### src/integer_fold_alu_core_assert.svh
// ----------------------------------------------------------------------------
// integer_fold_alu_core_assert.svh
// Assertion macros for the integer fold ALU.
// ----------------------------------------------------------------------------
`ifndef INTEGER_FOLD_ALU_CORE_ASSERT_SVH
`define INTEGER_FOLD_ALU_CORE_ASSERT_SVH
`ifndef SYNTH
`define IFA_ASSERT(label, clk, rst_n, prop, msg) \
    label: assert property (@(posedge clk) disable iff (!rst_n) prop) else $error(msg);
`define IFA_ASSERT_NORST(label, clk, prop, msg) \
    label: assert property (@(posedge clk) prop) else $error(msg);
`else
`define IFA_ASSERT(label, clk, rst_n, prop, msg)
`define IFA_ASSERT_NORST(label, clk, prop, msg)
`endif
`endif

### src/ifa_pkg.sv
// ----------------------------------------------------------------------------
// ifa_pkg
// Types and constants shared by the integer fold ALU modules.
// ----------------------------------------------------------------------------
package ifa_pkg;

    localparam int DataWidth = 64;

    typedef enum logic [2:0] {
        OP_ADD = 3'd0, OP_SUB = 3'd1, OP_MUL = 3'd2, OP_DIV = 3'd3,
        OP_MOD = 3'd4, OP_POW = 3'd5, OP_MIN = 3'd6, OP_MAX = 3'd7
    } op_t;

    typedef enum logic [1:0] {
        ERR_NONE = 2'd0, ERR_DIV0 = 2'd1, ERR_NEGEXP = 2'd2
    } err_t;

    typedef struct packed {
        logic [2:0]                  req_type;
        logic signed [DataWidth-1:0] operand;
        logic                        is_first;
        logic                        is_last;
    } in_item_t;

    typedef struct packed {
        logic signed [DataWidth-1:0] value;
        logic [1:0]                  error_code;
    } out_item_t;

    typedef enum logic [2:0] {
        ST_IDLE, ST_DIV, ST_POW, ST_MUL, ST_FIN, ST_OUT
    } state_t;

    // controller -> datapath
    typedef struct packed {
        logic load;     // capture input item, start the fold on a first item
        logic div_step; // one restoring divide step
        logic pow_step; // one phase of a square-and-multiply step
        logic mul_step; // one multiply partial step
        logic finish;   // do simple folds, latch errors, set up the iterative unit
        logic emit;     // capture result into output register
    } cmd_t;

    // datapath -> controller
    typedef struct packed {
        logic need_div;
        logic need_pow;
        logic need_mul;
        logic iter_done;
        logic emit_req;
    } status_t;

endpackage

### src/ifa_ctrl.sv
// ----------------------------------------------------------------------------
// ifa_ctrl
// Sequencer: accepts an item, runs the iterative unit, hands off result.
// ----------------------------------------------------------------------------
module ifa_ctrl
    import ifa_pkg::*;
(
    input  logic    clk,
    input  logic    rst_n,
    input  logic    in_valid,
    output logic    in_stall,
    input  logic    out_busy,
    input  status_t status,
    output cmd_t    cmd
);

    state_t state_reg, state_next;

    always_ff @(posedge clk or negedge rst_n)
    begin
        if (!rst_n)
            state_reg <= ST_IDLE;
        else
            state_reg <= state_next;
    end

    // next state
    always_comb
    begin
        state_next = state_reg;
        unique case (state_reg)
            ST_IDLE:
            begin
                if (in_valid)
                    state_next = ST_FIN;
            end
            ST_FIN:
            begin
                if (status.need_div)
                    state_next = ST_DIV;
                else if (status.need_pow)
                    state_next = ST_POW;
                else if (status.need_mul)
                    state_next = ST_MUL;
                else if (status.emit_req)
                    state_next = ST_OUT;
                else
                    state_next = ST_IDLE;
            end
            ST_DIV, ST_POW, ST_MUL:
            begin
                if (status.iter_done)
                    state_next = status.emit_req ? ST_OUT : ST_IDLE;
            end
            ST_OUT:
            begin
                if (!out_busy)
                    state_next = ST_IDLE;
            end
            default: state_next = ST_IDLE;
        endcase
    end

    // outputs
    always_comb
    begin
        cmd      = '0;
        in_stall = 1'b1;
        unique case (state_reg)
            ST_IDLE:
            begin
                in_stall = 1'b0;
                cmd.load = in_valid;
            end
            ST_DIV: cmd.div_step = 1'b1;
            ST_POW: cmd.pow_step = 1'b1;
            ST_MUL: cmd.mul_step = 1'b1;
            ST_FIN: cmd.finish   = 1'b1;
            ST_OUT: cmd.emit     = !out_busy;
            default: ;
        endcase
    end

endmodule

### config.mk
export PLATFORM = sky130hd
export DESIGN_NAME = ifa_ctrl
export DESIGN_NICKNAME = d
export VERILOG_FILES = /design/src/integer_fold_alu_core_assert.svh /design/src/ifa_pkg.sv /design/src/ifa_ctrl.sv
export SDC_FILE = /design/constraint.sdc
export NUM_CORES = 1
export LEC_CHECK = 0
export ABC_CLOCK_PERIOD_IN_PS = 3200
export BUFFER_PORTS_ARGS = -buffer_cell sky130_fd_sc_hd__buf_2
export CORE_AREA = 2 2 39 41
export CTS_BUF_LIST = sky130_fd_sc_hd__clkbuf_2
export DETAILED_ROUTE_END_ITERATION = 12
export DIE_AREA = 0 0 41 43
export PLACE_DENSITY = 0.54
export SLEW_MARGIN = 20
export SYNTH_ARGS = -nofsm -noshare
export SYNTH_HDL_FRONTEND = slang
export SYNTH_SLANG_ARGS = --single-unit
### constraint.sdc
create_clock -name clk -period 3.2 [get_ports clk]
set_input_delay 0.32 -clock clk [delete_from_list [all_inputs] [get_ports clk]]
set_output_delay 0.32 -clock clk [all_outputs]
set_load 0.01 [all_outputs]
==> PnR_summary.wiki <==
{| class="wikitable"
! Metric !! Value
|-
| TritonCTS Sinks || 3
|-
| Area growth from synthesis to layout || 38.12%
|-
| Maximum clock skew at final layout || 0.004369 ns
|-
| Area inside the core boundary || 1384 um2
|-
| Count of state elements after synthesis || 3
|-
| Worst-margin pin slew || 0.4288 ns
|-
| Post-route clock period utilization || 48.59%
|-
| Register-to-register path setup slack || 2.00 ns
|-
| Max incr delay on CP || 0.60 ns
|-
| Instance area at placement || 355.3 um2
|-
| Final GP Congestion || 0.7301
|-
| Total number of vias || 298
|-
| Total grt overflow || 0
|-
| Class of the worst hold path || in2reg
|-
| All-layer global routing usage || 9.228%
|-
| Initial antenna violation count || 0
|-
| Initial core utilization || 20.16%
|-
| Ant. Diodes || 0
|-
| Critical path endpoint category || primary output
|-
| Total of warnings raised by yosys || 0
|-
| Final-layout setup total negative slack || 0 ns
|-
| First-pass GRT wire length || 1076 um
|-
| Number of vias per cell after detailed routing || 4.730
|-
| DR iter-0 viols || 7
|-
| Post-Syn Area || 279.0 um2
|-
| Drt drc || 0
|-
| Cell chosen for the clock root || clkbuf_2
|-
| Met3 usage in global routing || 3.141%
|-
| Sequence of cells on the critical path || nor4b_2, buf_2
|-
| Synthesized Nets || 38
|-
| Post-layout utilization of the core || 27.85%
|-
| Vertical die dimension || 43 um
|-
| Static leakage || 0.1935 nW
|-
| Maximum clock frequency || 0.6432 GHz
|-
| TritonCTS buffer count || 3
|-
| Final max-slew violation count || 0
|-
| Most area-consuming cells after synthesis || dfrtp_1 27%, nor2_8 7.2%, and3_2 5.4%
|-
| Clk Latency, worst-skew pair || 0.20 ns
|-
| Mean post-synth cell area || 9.621 um2
|-
| TritonCTS clock tree || yes
|-
| Met1 usage || 12.82%
|-
| Average routed wire per standard cell || 10.86 um
|-
| Share of the yosys chip area belonging to registers || 26.91%
|-
| Worst Setup Start Kind || register
|-
| Data arrival time at the worst-slack endpoint || 1.23 ns
|-
| Met2 capacity usage during global routing || 11.56%
|-
| Area of all placed cells without fillers || 385.4 um2
|-
| Number of buffers on the longest clock path || 2
|-
| Total number of placement rows || 14
|-
| Final critical-path required period || 1.555 ns
|-
| Total of max-cap violations || 0
|-
| Drt first pass iters || 4
|-
| Max Fanout on Critical Path || 10
|-
| Setup Viol. Count Final || 0
|-
| Most congested layer reported by global routing || met1
|-
| Width of the chip || 41 um
|-
| Number of buffers inserted to repair setup after CTS || 0
|-
| Slowest-stage cell, CP || dfrtp_1
|-
| Result of the run || completed
|-
| Die Area || 1763 um2
|-
| Number of distinct standard cells referenced by the synthesized netlist || 23
|-
| Synth top area share || 26.91%
|-
| Maximum number of pins on one net before global-route repair || 11
|-
| Mapped Cells || 29
|-
| Crit Path Class || reg2out
|-
| Flip-flop count of the largest register, all copies and words added || 3
|-
| CTS hold repair buffers || 1
|-
| Number of H-tree levels || 1
|-
| Hold violation count in the final report || 0
|-
| Clock-pin slew on the worst setup and hold paths || 0.05 ns
|-
| Number of global-route vias before repair || 247
|-
| Number of top-level design ports || 16
|-
| Overall routed net length || 684 um
|-
| Worst-case vdd ir drop || 0.1284 mV
|-
| Fraction of final layout cells with drive strength greater than 1 || 55.32%
|-
| Normalized max-slew margin || 71.42%
|-
| Input/output buffers || 15
|-
| Number of nets still failing antenna checks after routing || 0
|-
| Critical path data required time || 2.88 ns
|-
| Fin nets || 57
|-
| Top cell type by total area after synthesis || dfrtp_1
|-
| Detailed placer's ending HPWL || 523.8 um
|-
| Number of instances resized during post-cts repair || 0
|-
| Power density relative to cell area || 803.9 nW/um2
|-
| RSZ-0062 raised after global routing || false
|}
## cells by family after synthesis
logic type,count (synthesis),share of synthesized area (%)
AO/OA/AOI/OAI,8,22.87
AND/OR/NAND/NOR,14,38.57
multiplexers,1,3.588
buffers and inverters,3,8.071
flip-flops,3,26.91
## synth_stat cells, drive strengths merged
library cell,instances
nor3b,1
o211ai,1
a21oi,1
buf,2
nand4b,1
dfrtp,3
inv,1
and3,2
nor3,1
nor2,4
nor4,1
o21ba,1
nor2b,1
o2bb2ai,1
nor4b,1
o31ai,1
o21bai,1
mux2i,1
a32oi,1
nand2,2
o311ai,1
## power breakdown
group	internal [mW]	switching [mW]	leakage, nW	total, mW
Combinational	0.0776	0.0792	0.138	0.157
Clock	0.0330	0.0201	0.0166	0.0531
Sequential	0.0534	0.0465	0.0387	0.100
## placed cells by master, fill, tap and decap left out, types with 2 or more instances in the layout
master    synthesis  final
and3_2            2      2
buf_2             0     15
clkbuf_2          0      4
dfrtp_1           3      3
nand2_1           2      2
nor2_1            3      3
## metal layers
metal,up-vias,part of all wire [%]
li1,148,-
met5,-,0
met1,137,47
met3,0,8.9
met2,13,44
met4,0,0
## worst paths after layout
kind / to / depth (start not counted) / from
hold reg to reg: state_reg[0] / 1 / state_reg[2]
hold / removal: state_reg[1] / 2 / status[1]
max in group asynchronous: state_reg[2] / 2 / rst_n
setup / recovery: cmd[0] / 2 / state_reg[0]
setup reg to reg: state_reg[2] / 3 / state_reg[0]
min in group asynchronous: state_reg[0] / 2 / rst_n
## final cells by class
| type | count | area [um2] |
|---|---|---|
| sequential | 3 | 75.07 |
| clock buffer | 4 | 20.02 |
| fill | 158 | 998.5 |
| timing repair buffer | 16 | 85.08 |
| multi-input combinational | 23 | 181.4 |
| inverter | 1 | 3.754 |
| tap | 16 | 20.02 |
## stage by stage
step                      hold WS (ns)  total power [mW]  worst slack [ns]  instances
after global placement          0.1170            0.2566             1.885         58
final                           0.3483            0.3098             1.645         63
after CTS                       0.3349            0.3145             1.636         63
after global routing            0.3452            0.3400             1.586         63
after detailed placement        0.1154            0.2569             1.881         58
after floorplan                0.02441            0.2174             2.009         29
## critical path: cells and delay by family, from the launching register on
kind / cells / cell delay [ns]
simple gates: 1 / 0.27
flops: 1 / 0.60
buf+inv: 1 / 0.16
Power figures use the tool's default switching activity.
